[src/hw/rtl/dsd_pkg.sv]
package dsd_pkg;

	localparam int REG_W = 13;
	localparam int FOCAL_W = 24;
	localparam int CFG_IDX_W = 3;
	localparam int CFG_DATA_W = 24;
	localparam int COORD_W = 24;
	localparam int Z_W = 16;
	localparam int BIDX_W = 24;
	localparam int CNT_W = 25;

	// Q0.24 focal plus one bit for the half-pixel offset
	localparam int FRAC_SHIFT = 25;

	localparam int COORD_POS_MAX = 2 ** (COORD_W - 1) - 1;
	localparam int COORD_NEG_MAG = 2 ** (COORD_W - 1);
	localparam int Z_MAX = 2 ** Z_W - 1;

	localparam int QUEUE_DEPTH = 2;

	localparam logic [REG_W-1:0] IMAGE_WIDTH_RST = REG_W'(640);
	localparam logic [REG_W-1:0] IMAGE_HEIGHT_RST = REG_W'(480);
	localparam logic [REG_W-1:0] GRID_WIDTH_RST = REG_W'(80);
	localparam logic [REG_W-1:0] GRID_HEIGHT_RST = REG_W'(60);
	localparam logic [FOCAL_W-1:0] INV_FOCAL_RST = FOCAL_W'(33554);

	typedef enum logic [CFG_IDX_W-1:0] {
		CFG_IMAGE_WIDTH = 3'd0,
		CFG_IMAGE_HEIGHT = 3'd1,
		CFG_GRID_WIDTH = 3'd2,
		CFG_GRID_HEIGHT = 3'd3,
		CFG_INV_FOCAL_X = 3'd4,
		CFG_INV_FOCAL_Y = 3'd5
	} cfg_index_t;

	typedef enum logic [2:0] {
		BK_IDLE,
		BK_DIV,
		BK_MUL1,
		BK_MUL2,
		BK_RND,
		BK_OUT
	} back_state_t;

endpackage

[src/hw/rtl/dsd_fifo.sv]
module dsd_fifo #(
	parameter int WIDTH = 8
) (
	input  logic             clk,
	input  logic             arst_n,
	input  logic             push_valid,
	output logic             push_ready,
	input  logic [WIDTH-1:0] push_data,
	output logic             pop_valid,
	input  logic             pop_ready,
	output logic [WIDTH-1:0] pop_data
);
	import dsd_pkg::*;

	localparam int PTR_W = (QUEUE_DEPTH > 1) ? $clog2(QUEUE_DEPTH) : 1;

	logic [WIDTH-1:0] mem_q [QUEUE_DEPTH];
	logic [PTR_W-1:0] wr_ptr_q;
	logic [PTR_W-1:0] rd_ptr_q;
	logic [PTR_W:0]   fill_q;
	logic             push;
	logic             pop;

	assign push_ready = fill_q != (PTR_W + 1)'(QUEUE_DEPTH);
	assign pop_valid = fill_q != '0;
	assign push = push_valid && push_ready;
	assign pop = pop_valid && pop_ready;
	assign pop_data = mem_q[rd_ptr_q];

	always_ff @(posedge clk or negedge arst_n) begin
		if (!arst_n) begin
			wr_ptr_q <= '0;
			rd_ptr_q <= '0;
			fill_q <= '0;
		end else begin
			if (push) begin
				wr_ptr_q <= (wr_ptr_q == PTR_W'(QUEUE_DEPTH - 1)) ? '0 : wr_ptr_q + PTR_W'(1);
			end
			if (pop) begin
				rd_ptr_q <= (rd_ptr_q == PTR_W'(QUEUE_DEPTH - 1)) ? '0 : rd_ptr_q + PTR_W'(1);
			end
			if (push && !pop) begin
				fill_q <= fill_q + (PTR_W + 1)'(1);
			end else if (pop && !push) begin
				fill_q <= fill_q - (PTR_W + 1)'(1);
			end
		end
	end

	always_ff @(posedge clk) begin
		if (push) begin
			mem_q[wr_ptr_q] <= push_data;
		end
	end

endmodule

[config.mk]
export PLATFORM = sky130hd
export DESIGN_NAME = dsd_fifo
export DESIGN_NICKNAME = d
export VERILOG_FILES = /design/src/hw/rtl/dsd_pkg.sv /design/src/hw/rtl/dsd_fifo.sv
export SDC_FILE = /design/constraint.sdc
export NUM_CORES = 1
export LEC_CHECK = 0
export BUFFER_PORTS_ARGS = -buffer_cell sky130_fd_sc_hd__buf_2
export CORE_MARGIN = 2
export CORE_UTILIZATION = 48
export CTS_CLUSTER_SIZE = 25
export DETAILED_ROUTE_END_ITERATION = 6
export PLACE_DENSITY_LB_ADDON = 0.3
export SKIP_CTS_REPAIR_TIMING = 1
export SLEW_MARGIN = 20
export SYNTH_ARGS = -nofsm -noshare
export SYNTH_HDL_FRONTEND = slang
export SYNTH_SLANG_ARGS = --single-unit
[constraint.sdc]
create_clock -name clk -period 1.7 [get_ports clk]
set_input_delay 0.085 -clock clk [delete_from_list [all_inputs] [get_ports clk]]
set_output_delay 0.085 -clock clk [all_outputs]
set_load 0.005 [all_outputs]
==> results.json <==
{
  "status": "complete, no violations",
  "syn_area_per_cell_um2": 18.3,
  "clk_pin_slew_ns": 0.10,
  "drtAntennaViolNets": 0,
  "synthTopCellsByArea": "edfxtp_1 (61%), dfrtp_1 (13%), mux2_2 (11%), xnor2_1 (3.3%), xor2_1 (2.2%)",
  "htreeDepth": 1,
  "wl_per_cell_um": 13.2,
  "yosysSeqAreaShare_pct": 73.8,
  "grt_pass1_wl_mm": 1.73,
  "worst_hold_slack_ns": 0.0471,
  "core-area_um2": 1520,
  "synth_area_leader_cell": "edfxtp_1",
  "tightest_slew_ns": 0.390,
  "overflow": 0,
  "critPathKind": "flop to output port",
  "ys_types": 14,
  "nNetsFinal": 91,
  "fin_util_pct": 67.7,
  "vias": 442,
  "grt_max_degree": 12,
  "drc": 0,
  "wirelength_mm": 1.22,
  "dieWidth_um": 44.5,
  "row_count": 14,
  "cts_made_buffers": 3,
  "min_period_ns": 1.44,
  "hold_violations": 0,
  "drv_slew": 0,
  "rsz0062_at_grt": "no",
  "io_buffers": 21,
  "diodes": 0,
  "max_freq_ghz": 0.694,
  "fp.dieH_um": 44.5,
  "synth_area_um2": 787,
  "ys_warn_count": 0,
  "dieArea_um2": 1980,
  "cp.required_ns": 1.62,
  "tns_ns": 0,
  "synth.top_cell.area_share_pct": 61.0,
  "post-route-period-util_pct": 84.7,
  "placedCellCount": 80,
  "syn-instance-count": 43,
  "final_cells": 93,
  "power_density_nw_per_um2": 1490,
  "drive_gt1_share_pct": 46.8,
  "ir_worst_vdd_mv": 0.890,
  "grt_pass1_vias": 407,
  "worst_setup_path_end_kind": "output port",
  "min_path_type": "input pin to flop",
  "skew_ns": 0.0137,
  "finish.instance_area_um2": 1030,
  "drtIter0Drc": 2,
  "ios": 22,
  "crit_path_start_kind": "flop",
  "initial_utilization_pct": 51.6,
  "place_area_um2": 915,
  "detail_route.first_pass.iterations": 2,
  "final_cell_mix": "buf_2 (21), edfxtp_1 (16), dlygate4sd3_1 (9)",
  "maxCapViolations": 0,
  "max_slew_margin_pct": 74.0,
  "antenna_found_initial": 0,
  "cts_tree": "done",
  "path_max_fanout": 9,
  "hpwlAfterDp_um": 791,
  "gp_congestion": 0.682,
  "syn_to_final_growth_pct": 31.0,
  "root_buffer": "clkbuf_4",
  "clock_path_buffers": 2,
  "grtUsageTotal_pct": 12.9,
  "clkSinkCount": 20,
  "final_common_cell": "buf_2",
  "ys_seq_elements": 20,
  "via_per_inst": 4.75,
  "worst-endpoint-arrival_ns": 1.36,
  "setup_violations": 0,
  "clk_latency_ns": 0.30,
  "p_leak_nw": 0.426,
  "synth_nets": 56
}
[logic make-up (layout without fill, tap and decap cells)]
family        count (synthesis)  in the layout  share of synthesized area (%)
xor+xnor                      5              5                           5.57
fa+ha+maj                     1              1                           1.59
buf+inv                       2             36                           1.11
flops                        20             20                           73.8
mux                           8              8                           11.4
simple gates                  7              7                           6.52
[layout make-up]
cell class | count | area, µm²
clock buffers | 4 | 26.3
fillers | 117 | 493
repair buffers | 31 | 203
flip-flops and latches | 20 | 581
inverters | 1 | 3.75
well taps | 16 | 20.0
multi-input cells | 21 | 198
[final timing paths]
kind	end	slack (ns)	depth (start not counted)	startpoint
worst max-delay path	pop_data[1]	0.26	2	rd_ptr_q
worst min-delay path	rd_ptr_q	0.05	3	pop_ready
worst max register to register	fill_q[1]	0.27	6	fill_q[0]
worst min register to register	wr_ptr_q	0.52	1	wr_ptr_q
max in group asynchronous	rd_ptr_q	1.46	2	arst_n
min in group asynchronous	wr_ptr_q	0.10	2	arst_n
[synth_stat cells (all sizes together)]
cell type,instances
xnor2,3
edfxtp,16
buf,1
ha,1
mux2,8
xor2,2
inv,1
or2,1
nand2b,1
nor2,2
and3,1
nand2,2
dfrtp,4
[power breakdown]
group          leakage (nW)  total (mW)  internal [mW]  switching (mW)
logic                 0.216       0.519          0.308           0.211
clock network        0.0150       0.230         0.0912           0.138
registers             0.195       0.786          0.684           0.101
total                 0.426        1.53           1.08           0.451
[worst max-delay path: stages, from the launching register on]
cell	delay, ns
dfrtp_1	0.56
mux2_2	0.38
buf_2	0.13
[state kept, by name, indices dropped and copies added (netlist names)]
| register | count |
|---|---|
| rd_ptr_q | 1 |
| wr_ptr_q | 1 |
| mem_q | 16 |
| fill_q | 2 |
[metal layers]
| metal | part of all wire [%] | global-route usage [%] | wire length (µm) | vias up |
|---|---|---|---|---|
| met2 | 53 | 20.6 | 649 | 12 |
| met1 | 43 | 16.4 | 525 | 206 |
| met3 | 4.0 | 4.90 | 49 | 0 |
| met5 | 0 | 0 | 0 | - |
| li1 | - | - | - | 224 |
| met4 | 0 | 3.64 | 0 | 0 |
[per-stage QoR]
stage	setup slack [ns]	total power, mW
2_1_floorplan	0.330	1.13
3_3_place_gp	0.320	1.30
3_5_place_dp	0.267	1.31
4_1_cts	0.224	1.53
5_1_grt	0.132	1.64
6_report	0.260	1.53
No activity file was read; power rests on OpenSTA's default activity.
