File: src/hw/rtl/dsd_pkg.sv
package dsd_pkg;

	localparam int REG_W = 13;
	localparam int FOCAL_W = 24;
	localparam int CFG_IDX_W = 3;
	localparam int CFG_DATA_W = 24;
	localparam int COORD_W = 24;
	localparam int Z_W = 16;
	localparam int BIDX_W = 24;
	localparam int CNT_W = 25;

	// Q0.24 focal plus one bit for the half-pixel offset
	localparam int FRAC_SHIFT = 25;

	localparam int COORD_POS_MAX = 2 ** (COORD_W - 1) - 1;
	localparam int COORD_NEG_MAG = 2 ** (COORD_W - 1);
	localparam int Z_MAX = 2 ** Z_W - 1;

	localparam int QUEUE_DEPTH = 2;

	localparam logic [REG_W-1:0] IMAGE_WIDTH_RST = REG_W'(640);
	localparam logic [REG_W-1:0] IMAGE_HEIGHT_RST = REG_W'(480);
	localparam logic [REG_W-1:0] GRID_WIDTH_RST = REG_W'(80);
	localparam logic [REG_W-1:0] GRID_HEIGHT_RST = REG_W'(60);
	localparam logic [FOCAL_W-1:0] INV_FOCAL_RST = FOCAL_W'(33554);

	typedef enum logic [CFG_IDX_W-1:0] {
		CFG_IMAGE_WIDTH = 3'd0,
		CFG_IMAGE_HEIGHT = 3'd1,
		CFG_GRID_WIDTH = 3'd2,
		CFG_GRID_HEIGHT = 3'd3,
		CFG_INV_FOCAL_X = 3'd4,
		CFG_INV_FOCAL_Y = 3'd5
	} cfg_index_t;

	typedef enum logic [2:0] {
		BK_IDLE,
		BK_DIV,
		BK_MUL1,
		BK_MUL2,
		BK_RND,
		BK_OUT
	} back_state_t;

endpackage

File: src/hw/rtl/dsd_front.sv
module dsd_front #(
	parameter int DIM_W = 13,
	parameter int ACC_W = 26,
	parameter int DEPTH_BITS = 16
) (
	input  logic                    clk,
	input  logic                    arst_n,
	input  logic                    restart,
	input  logic                    in_valid,
	output logic                    in_ready,
	input  logic [DEPTH_BITS-1:0]   depth_value,
	input  logic [DIM_W-1:0]        img_w,
	input  logic [DIM_W-1:0]        img_h,
	input  logic [DIM_W-1:0]        grid_h,
	input  logic [DIM_W-1:0]        grid_w,
	output logic                    push_valid,
	input  logic                    push_ready,
	output logic [DEPTH_BITS-1:0]   push_depth,
	output logic [ACC_W-1:0]        push_col_acc,
	output logic [ACC_W-1:0]        push_row_acc,
	output logic [dsd_pkg::CNT_W-1:0] push_count,
	output logic                    push_last
);
	import dsd_pkg::*;

	logic [DIM_W-1:0] col_q;
	logic [DIM_W-1:0] row_q;
	logic [ACC_W-1:0] col_acc_q;
	logic [ACC_W-1:0] row_acc_q;
	logic [CNT_W-1:0] count_q;
	logic [CNT_W-1:0] count_nxt;
	logic             last_row;
	logic             last_col;
	logic             accept;

	assign last_row = ({1'b0, row_q} + (DIM_W + 1)'(1)) >= {1'b0, grid_h};
	assign last_col = ({1'b0, col_q} + (DIM_W + 1)'(1)) >= {1'b0, grid_w};
	assign count_nxt = (depth_value != '0) ? count_q + CNT_W'(1) : count_q;

	assign in_ready = push_ready;
	assign push_valid = in_valid;
	assign accept = in_valid && push_ready;
	assign push_depth = depth_value;
	assign push_col_acc = col_acc_q;
	assign push_row_acc = row_acc_q;
	assign push_count = count_nxt;
	assign push_last = last_row && last_col;

	// column-major walk: row inner, column outer
	always_ff @(posedge clk or negedge arst_n) begin
		if (!arst_n) begin
			col_q <= '0;
			row_q <= '0;
			col_acc_q <= '0;
			row_acc_q <= '0;
			count_q <= '0;
		end else if (restart) begin
			col_q <= '0;
			row_q <= '0;
			col_acc_q <= '0;
			row_acc_q <= '0;
			count_q <= '0;
		end else if (accept) begin
			count_q <= count_nxt;
			if (last_row) begin
				row_q <= '0;
				row_acc_q <= '0;
				if (last_col) begin
					col_q <= '0;
					col_acc_q <= '0;
					count_q <= '0;
				end else begin
					col_q <= col_q + DIM_W'(1);
					col_acc_q <= col_acc_q + ACC_W'(img_w);
				end
			end else begin
				row_q <= row_q + DIM_W'(1);
				row_acc_q <= row_acc_q + ACC_W'(img_h);
			end
		end
	end

endmodule

File: config.mk
export PLATFORM = sky130hd
export DESIGN_NAME = dsd_front
export DESIGN_NICKNAME = d
export VERILOG_FILES = /design/src/hw/rtl/dsd_pkg.sv /design/src/hw/rtl/dsd_front.sv
export SDC_FILE = /design/constraint.sdc
export NUM_CORES = 1
export LEC_CHECK = 0
export ABC_AREA = 1
export BUFFER_PORTS_ARGS = -buffer_cell sky130_fd_sc_hd__buf_4
export CAP_MARGIN = 40
export CORE_ASPECT_RATIO = 0.6
export CORE_MARGIN = 3
export CORE_UTILIZATION = 50
export DETAILED_ROUTE_END_ITERATION = 8
export PLACE_DENSITY = 0.72
export SLEW_MARGIN = 10
export SYNTH_ARGS = -nofsm -noshare
export SYNTH_HDL_FRONTEND = slang
export SYNTH_SLANG_ARGS = --single-unit
File: constraint.sdc
create_clock -name clk -period 3.31 [get_ports clk]
set_clock_uncertainty 0.15 [all_clocks]
set_input_delay 0.331 -clock clk [delete_from_list [all_inputs] [get_ports clk]]
set_output_delay 0.331 -clock clk [all_outputs]
set_load 0.05 [all_outputs]
==> impl_metrics.tcl, run 1 <==
set metrics [dict create \
    status "finished, final reports clean" \
    crit_arrival_ps 2680 \
    crit_path_start_kind "flip-flop" \
    cts.sinks 103 \
    place_area_um2 9480 \
    final_cell_area_um2 10000 \
    yosys.area_share.xor_xnor_pct 7.70 \
    ys_seq_area_share_pct 31.9 \
    grt_max_degree 57 \
    synth_area_um2 8080 \
    worst_pin_slew_ps 778 \
    cts_htree_levels 3 \
    final_nets 1501 \
    clk_latency_ps 350 \
    cts_buffers 9 \
    fp.dieH_um 104 \
    muxShareOfSynthArea_pct 0.124 \
    peakVddDrop_uv 447 \
    cp_top_family "simple AND/OR/NAND/NOR gates" \
    io_buffers 168 \
    core_um2 15600 \
    synth_compound_area_share_pct 6.74 \
    slowest_stage "dfrtp_1" \
    hpwlAfterDp_um 17000 \
    synth_fp_nets 1333 \
    power.density_nw_per_um2 446 \
    ys_types 31 \
    cpPeakStageDelay_ps 390 \
    fin_crit_ps 3160 \
    cts_tree "done" \
    crit_type "flip-flop to primary output" \
    floorplan.initialDensity_pct 51.8 \
    synthSimpleGateAreaFrac_pct 33.4 \
    critPathBufInv 4 \
    first_iter_violations 692 \
    wl_per_cell_um 14.2 \
    dieArea_um2 17800 \
    clk_pin_slew_ps 80 \
    cp_common_cell "nand2_1" \
    end_kind "primary output" \
    crit_chain "ha_2, nand2_2, nor2_4, nand2_2, inv_2, nand3_4, xnor2_2, ha_1, nand2_1, inv_1, nand2_1, nand2_1, nor2_1, nor2_2, nor2_4, nand2_4, nand2_4, inv_2, buf_8" \
    hold_path_class "input port to flip-flop" \
    detail-route-antenna-nets 0 \
    vias_per_cell 5.08 \
    ios 169 \
    holdWs_ps 141 \
    p_leak_nw 5.62 \
    fmax_mhz 317 \
    chipWidth_um 170 \
    firstDrtPassIters 5 \
    crit_required_ps 2830 \
    globalplace.congestion 0.946 \
    synth_cells 1203 \
    final_layout_size_suffix_gt1_share_pct 18.5 \
    setup_violations 0 \
    wl_met3_um 1870 \
    wirelength_met1_um 11600 \
    finalCritPeriodShare_pct 95.4 \
    synthAdderAreaFrac_pct 9.01 \
    syn_avg_cell_area_um2 6.71 \
    syn2layout_area_growth_pct 24.2 \
    synth_top_family_by_area "simple AND/OR/NAND/NOR gates" \
    cts-root-buf "clkbuf_16" \
    route.met2.wl_um 8760 \
    synth_seq_cells 103 \
    total_power_mw 4.47 \
    grt_usage_pct 24.7 \
    maxSlewHeadroom_pct 48.1 \
    drc_errors 0 \
    rows 35 \
    clockBufferDepth 2 \
    finalHoldViolations 0 \
    maxCapViolations 0 \
    drt_wl_total_um 22400 \
    slew_violations 0 \
    post-place-ws_ps 305 \
    rsz0062_at_grt "yes" \
    maxUsedRoutingLayer "met4" \
    yosysWarnings 0 \
    fin_tns_setup_ps 0 \
    cp_max_fo 5 \
    global_route.overflow_total 0 \
    grt_pass1_wl_um 36200 \
    num_vias 8027 \
    grt_pass1_vias 7220 \
    n_antenna_cell 0 \
    timing.final.ws_setup_ps 151 \
    antenna_found_initial 0 \
]
[where the power goes]
part / internal, mW / leakage, nW / switching (mW)
sequential: 1.38 / 1.41 / 0.135
combinational: 0.639 / 4.08 / 1.28
clock: 0.518 / 0.129 / 0.524
total: 2.53 / 5.62 / 1.94
[cells in the final DEF (no fill, tap or decap), types with 5 or more instances in the layout]
| cell type | count |
|---|---|
| inv_2 | 5 |
| xnor2_1 | 13 |
| nor3_1 | 17 |
| buf_4 | 190 |
| ha_1 | 52 |
| nor2_2 | 7 |
| clkbuf_16 | 9 |
| nor2_1 | 88 |
| a21oi_1 | 38 |
| inv_1 | 163 |
| nand2_2 | 6 |
| nand4_1 | 14 |
| o21ai_0 | 37 |
| dfrtp_1 | 101 |
| o21ai_1 | 12 |
| nor2_4 | 5 |
| nand3_1 | 69 |
| o22ai_1 | 15 |
| nand2_1 | 433 |
| xor2_1 | 55 |
[flip-flops by register name, summed over array words and instances (netlist names)]
name / count
count_q: 25
push_row_acc: 26
col_q: 13
push_col_acc: 26
row_q: 13
[cells by family (layout without fill, tap and decap cells)]
logic type / count (synthesis) / count (layout)
xor+xnor: 71 / 71
mux: 1 / 1
buf+inv: 208 / 381
flops: 103 / 103
compound gates: 104 / 104
simple gates: 659 / 659
fa+ha+maj: 57 / 57
[worst min-delay path, cell delays in order]
cell,delay [ps]
buf_4,80
ha_1,110
nand2_1,40
nand2_1,50
[cell usage after synthesis]
| master | n | area share (%) |
|---|---|---|
| nand2_1 | 438 | 20 |
| xor2_1 | 56 | 6.1 |
| ha_1 | 55 | 8.5 |
| fa_1 | 2 | 0.50 |
| dfrtp_1 | 103 | 32 |
| buf_2 | 5 | 0.31 |
| o21bai_1 | 1 | 0.093 |
| nand2_2 | 3 | 0.23 |
| inv_1 | 166 | 7.7 |
| xnor2_1 | 15 | 1.6 |
| buf_6 | 4 | 0.56 |
| o22ai_1 | 15 | 1.2 |
| buf_4 | 21 | 2.0 |
| inv_2 | 2 | 0.093 |
| nor3_1 | 19 | 1.2 |
| nand3b_1 | 4 | 0.37 |
| nor2_1 | 94 | 4.4 |
| clkbuf_1 | 10 | 0.46 |
| nand3_1 | 72 | 4.5 |
| or2_2 | 2 | 0.15 |
| a21oi_1 | 38 | 2.4 |
| nor2_2 | 4 | 0.31 |
| nor2_4 | 2 | 0.28 |
| mux2i_1 | 1 | 0.12 |
| nor4_1 | 3 | 0.23 |
| o21ai_1 | 10 | 0.62 |
| nand3_2 | 2 | 0.25 |
| and3_1 | 2 | 0.15 |
| o21ai_0 | 39 | 2.4 |
| a21boi_0 | 1 | 0.093 |
| nand4_1 | 14 | 1.1 |
[path summary, 6_finish.rpt]
path                            slack (ps)            start  depth (start not counted)               end
worst max-delay path                   150         row_q[1]                         19         push_last
worst min-delay path                   140         img_h[0]                          4   push_row_acc[0]
worst max register to register         280         row_q[1]                         21  push_row_acc[13]
worst min register to register         370  push_col_acc[0]                          2   push_col_acc[0]
max in group asynchronous             1810           arst_n                          3  push_row_acc[20]
min in group asynchronous              430           arst_n                          2   push_col_acc[9]
[cell type report]
type	count	area, µm²
sequential	103	2580
tap	203	254
clock inverter	7	53.8
timing repair buffer	197	1540
multi-input combinational	892	4740
clock buffer	9	225
inverter	168	631
fill	1454	5560
[routing by layer]
metal  global-route usage [%]  vias up
met2                     33.3      275
met3                     6.08       12
met4                     3.41        0
li1                         -     4087
met5                        0        -
met1                     40.2     3653
[stage by stage]
stage          utilization (%)  instances
6_report                  64.3       1579
2_1_floorplan                -       1203
4_1_cts                   62.8       1567
5_1_grt                   64.3       1579
3_5_place_dp              60.8       1547
3_3_place_gp              60.8       1547
[timing repair]
action | 4_1_cts | 5_1_grt
hold buffers | 1 | 0
pin swaps | 1 | 18
endpoints found under the hold margin | 55 | 0
buffers inserted | 3 | 12
endpoints found under the setup margin | 1 | 2
gates resized for setup | 2 | 37
Note: power is estimated with default switching activity, not from simulation.
==> run 2, diff against run 1 <==
- clock period: 3.31 -> 3.4 ns (I/O delays scaled with it)
==> impl_metrics.tcl, run 2 (synthesis results as in run 1) <==
set metrics [dict create \
    peakVddDrop_uv 452 \
    detail-route-antenna-nets 0 \
    end_kind "primary output" \
    io_buffers 168 \
    drc_errors 0 \
    status "finished, final reports clean" \
    r2r_start "row_q[1]" \
    final_common_cell "nand2_1" \
    fmax_mhz 305 \
    whs_endpoint "push_row_acc[0]" \
    grt_pass1_vias 7129 \
    final_cell_area_um2 9920 \
    core_um2 15600 \
    crit_chain "ha_2, nand2_2, nor2_4, nand2_2, inv_2, nand3_2, xnor2_2, ha_1, nand4_1, nor2_1, nor2_2, nor2_2, nor2_4, nand2_4, nand2_4, inv_1, buf_6" \
    grt_max_degree 50 \
    globalplace.congestion 0.973 \
    num_vias 8017 \
    multiInputGateArea_um2 4700 \
    slowest_stage "dfrtp_1" \
    r2r_cells 21 \
    crit_type "flip-flop to primary output" \
    wl_per_cell_um 14.3 \
    drt_wl_total_um 22500 \
    global_route.overflow_total 0 \
    finalCritPeriodShare_pct 96.6 \
    fin_tns_setup_ps 0 \
    grt_pass1_wl_um 36200 \
    cts_buffers 9 \
    vias_per_cell 5.11 \
    crit_path_start_kind "flip-flop" \
    final_nets 1490 \
    cp_max_fo 5 \
    syn2layout_area_growth_pct 22.8 \
    rrSetupSlack_ps 250 \
    ios 169 \
    rows 35 \
    maxSlewHeadroom_pct 51.1 \
    cts_htree_levels 3 \
    clk_latency_ps 350 \
    power.density_nw_per_um2 445 \
    hp-start "img_h[0]" \
    most-common-layout-cells "433 x nand2_1, 181 x buf_4, 165 x inv_1" \
    first_iter_violations 601 \
    cts_tree "done" \
    reg2reg_to "push_col_acc[4]" \
    setup_violations 0 \
    clockBufferDepth 2 \
    firstDrtPassIters 5 \
    floorplan.initialDensity_pct 51.8 \
    n_antenna_cell 0 \
    cp_num_cells 17 \
    antenna_found_initial 0 \
    slew_violations 0 \
    cts.sinks 103 \
    cts-root-buf "clkbuf_16" \
    seq_area_um2 2580 \
    cp_top_family "simple AND/OR/NAND/NOR gates" \
    hpwlAfterDp_um 17300 \
    chipWidth_um 170 \
    dieArea_um2 17800 \
    grt_usage_pct 24.8 \
    nFillCells 1466 \
    crit_arrival_ps 2790 \
    fin_crit_ps 3280 \
    critPathBufInv 3 \
    fp.dieH_um 104 \
    p_leak_nw 5.58 \
    hold_path_class "input port to flip-flop" \
    holdPathStages 4 \
    worst_pin_slew_ps 731 \
    cpPeakStageDelay_ps 420 \
    crit_required_ps 2910 \
    clk_pin_slew_ps 80 \
    maxCapViolations 0 \
    final_layout_size_suffix_gt1_share_pct 17.4 \
    finalHoldViolations 0 \
    place_area_um2 9480 \
]
[run 2: cell count changes in the layout (fill, tap and decap cells not counted), moves of 2 or more]
cell / previous run / this run
buf_12: 4 / 2
buf_4: 190 / 181
ha_1: 52 / 54
inv_1: 163 / 165
inv_2: 5 / 3
nand3_4: 2 / 0
[run 2: cell type report]
class	count	area share, %
inverters	168	6.36
clock inverters	6	0.681
repair buffers	186	14.6
well taps	203	2.56
clock buffers	10	2.41
flip-flops and latches	103	26.0
multi-input cells	892	47.4
[run 2: timing repair]
action                     CTS  global route
setup endpoints to repair    1             2
pin swaps                    0             6
gates resized for setup      1            27
gates cloned                 0             0
hold buffers                 1             0
hold endpoints to repair    14             0
setup buffers                1             2
[run 2: worst max-delay path by stage]
stage / startpoint / end
finish: row_q[1] / push_last
detailed placement: row_q[0] / push_col_acc[10]
global placement: row_q[0] / col_q[4]
floorplan: row_q[0] / push_last
global route: row_q[1] / push_last
CTS: row_q[0] / push_last
[run 2: where the power goes]
part | switching (mW) | internal, mW | total (mW)
Combinational | 1.23 | 0.616 | 1.85
Clock | 0.500 | 0.596 | 1.10
Sequential | 0.131 | 1.34 | 1.47
[run 2: metal layers]
metal / share of wire [%] / track usage, %
met1: 51 / 40.6
met2: 38 / 32.9
met3: 9.6 / 6.27
met4: 0.62 / 3.41
met5: 0 / 0
[run 2: metrics by stage]
stage | hold slack (ps) | util, % | setup WS (ps) | power [mW] | std cells
floorplan | -106 | - | 574 | 2.78 | 1203
global placement | 346 | 60.6 | 431 | 3.28 | 1547
detailed placement | 82.9 | 60.8 | 364 | 3.31 | 1548
CTS | 143 | 62.9 | 17.1 | 4.42 | 1566
global route | 153 | 63.6 | -45.2 | 4.68 | 1568
finish | 149 | 63.6 | 116 | 4.42 | 1568
[run 2: worst reg2reg max path, stage by stage (launching register included)]
cell and delay, ps:
dfrtp_1 420, ha_2 240, nand2_2 90, nor2_4 130, nand2_2 60, inv_2 60, nand3_2 70, xnor2_2 150
ha_1 320, nand2_1 60, inv_1 40, nand2_1 50, nand2_1 60, nor2_2 100, nor2_2 60, nor2_4 130
buf_4 120, nand3_2 110, nand2_2 120, buf_4 340, nand2_1 120, nand2_1 80
==> run 3, diff against run 2 <==
- GPL_ROUTABILITY_DRIVEN: not set -> 1
- PLACE_DENSITY: 0.72 -> not set
- PLACE_DENSITY_LB_ADDON: not set -> 0.15
- clock period: 3.4 -> 3.8 ns (I/O delays scaled with it)
==> impl_metrics.tcl, run 3 (synthesis results as in run 1) <==
set metrics [dict create \
    status "finished, final reports clean" \
    fin_cells 1562 \
    maxCapViolations 0 \
    grt_max_degree 58 \
    worst_pin_slew_ps 785 \
    crit_path_start_kind "flip-flop" \
    io_buffers 168 \
    wl_per_cell_um 13.8 \
    combPwrFrac_pct 41.7 \
    final_nets 1484 \
    cts_htree_levels 3 \
    grt_usage_pct 24.2 \
    cts_tree "done" \
    crit_type "flip-flop to primary output" \
    clk_latency_ps 350 \
    drc_errors 0 \
    cts.sinks 103 \
    fp.dieH_um 104 \
    rsz0062_at_grt "no" \
    core_um2 15600 \
    cpPeakStageDelay_ps 430 \
    clk_pin_slew_ps 70 \
    firstDrtPassIters 6 \
    netSwitchingPower_mw 1.67 \
    num_vias 7852 \
    final_cell_area_um2 9760 \
    drt_wl_total_um 21600 \
    fin_crit_ps 3500 \
    final_common_cell "nand2_1" \
    multiInputGateArea_um2 4610 \
    crit_chain "ha_1, nand2_1, nor2_1, nand2_1, nor2_1, xnor2_1, inv_1, ha_1, nand4_1, nor2_1, nor2_1, nor2_1, nor2_4, nand2_2, nand2_2, inv_1, buf_4" \
    setup_violations 0 \
    rows 35 \
    floorplan.initialDensity_pct 51.8 \
    cts_buffers 9 \
    peakVddDrop_uv 380 \
    fin_tns_setup_ps 0 \
    finalHoldViolations 0 \
    ios 169 \
    syn2layout_area_growth_pct 20.8 \
    maxSlewHeadroom_pct 47.7 \
    slew_violations 0 \
    post-cts-setup-buffers 0 \
    crit_required_ps 3270 \
    nFillCells 1414 \
    finalCritPeriodShare_pct 92.0 \
    cp_common_cell "nor2_1" \
    detail-route-antenna-nets 0 \
    power.density_nw_per_um2 411 \
    vias_per_cell 5.03 \
    global_route.overflow_total 0 \
    crit_arrival_ps 2970 \
    fin_util_pct 62.6 \
    antenna_found_initial 0 \
    most-common-layout-cells "438 x nand2_1, 178 x buf_4, 166 x inv_1" \
    place_area_um2 9430 \
    n_antenna_cell 0 \
    hpwlAfterDp_um 16700 \
    fmax_mhz 286 \
    final_layout_size_suffix_gt1_share_pct 15.4 \
    end_kind "primary output" \
    chipWidth_um 170 \
    total_power_mw 4.01 \
    power.internal_mw 2.35 \
    slowest_stage "dfrtp_1" \
    grt_pass1_vias 7135 \
    seq_area_um2 2580 \
    pwr-share-seq_pct 32.7 \
    grt_pass1_wl_um 35500 \
    switching_share_pct 41.6 \
    first_iter_violations 786 \
    hold_path_class "input port to flip-flop" \
    cts-root-buf "clkbuf_16" \
    rrSetupSlack_ps 560 \
    clkPwrFrac_pct 25.6 \
    place_inst 1545 \
    cp_max_fo 5 \
    dieArea_um2 17800 \
    p_leak_nw 5.51 \
    globalplace.congestion 0.961 \
    clockBufferDepth 2 \
]
[run 3: cell types whose count changed in the layout (fill, tap and decap cells not counted), sizes merged]
cell and change:
buf -6, bufinv +1, clkbuf +2, clkinvlp -2, inv -1
[run 3: worst max-delay path: cells and delay by family, from the launching register on]
kind                       cells  cell delay, ps
xor gates and xnor gates       1             190
adders and majority gates      2             500
DFF                            1             430
and+or+nand+nor               11            1180
buffers and inverters          3             350
[run 3: path summary, 6_finish.rpt]
kind / startpoint / end / depth (start not counted)
worst min-delay path: img_h[0] / push_row_acc[0] / 4
worst max register to register: row_q[0] / push_row_acc[15] / 18
worst min register to register: col_q[1] / col_q[1] / 2
max in group asynchronous: arst_n / row_q[11] / 3
worst max-delay path: row_q[0] / push_last / 17
min in group asynchronous: arst_n / count_q[4] / 2
[run 3: power groups by stage]
stage / Combinational, mW / Clock (mW) / Sequential (mW)
final: 1.67 / 1.03 / 1.31
after global routing: 1.82 / 1.11 / 1.33
after CTS: 1.66 / 1.05 / 1.31
after detailed placement: 1.65 / 0 / 1.33
after global placement: 1.63 / 0 / 1.33
after floorplan: 0.840 / 0 / 1.65
[run 3: metal layers]
metal	vias to the layer above	share of wire, %	GRT usage, %
li1	4050	-	-
met3	10	7.7	4.25
met4	0	0.54	2.95
met5	-	0	0
met2	266	37	32.3
met1	3526	54	40.8
[run 3: metrics by stage]
stage               hold WS (ps)  worst slack (ps)
global placement             341               694
floorplan                  -65.6               934
CTS                          188               308
detailed placement           347               605
global route                 192              43.8
finish                       197               304
[run 3: cell type report]
| type | count | area share, % |
|---|---|---|
| flip-flops and latches | 103 | 26.4 |
| clock buffers | 12 | 2.53 |
| multi-input cells | 892 | 47.2 |
| clock inverters | 4 | 0.795 |
| inverters | 168 | 6.46 |
| well taps | 203 | 2.60 |
| repair buffers | 180 | 14.0 |
[run 3: repair_timing]
item / 4_1_cts / 5_1_grt
gates resized for setup: 0 / 0
hold buffers: 1 / 0
endpoints found under the hold margin: 23 / 0
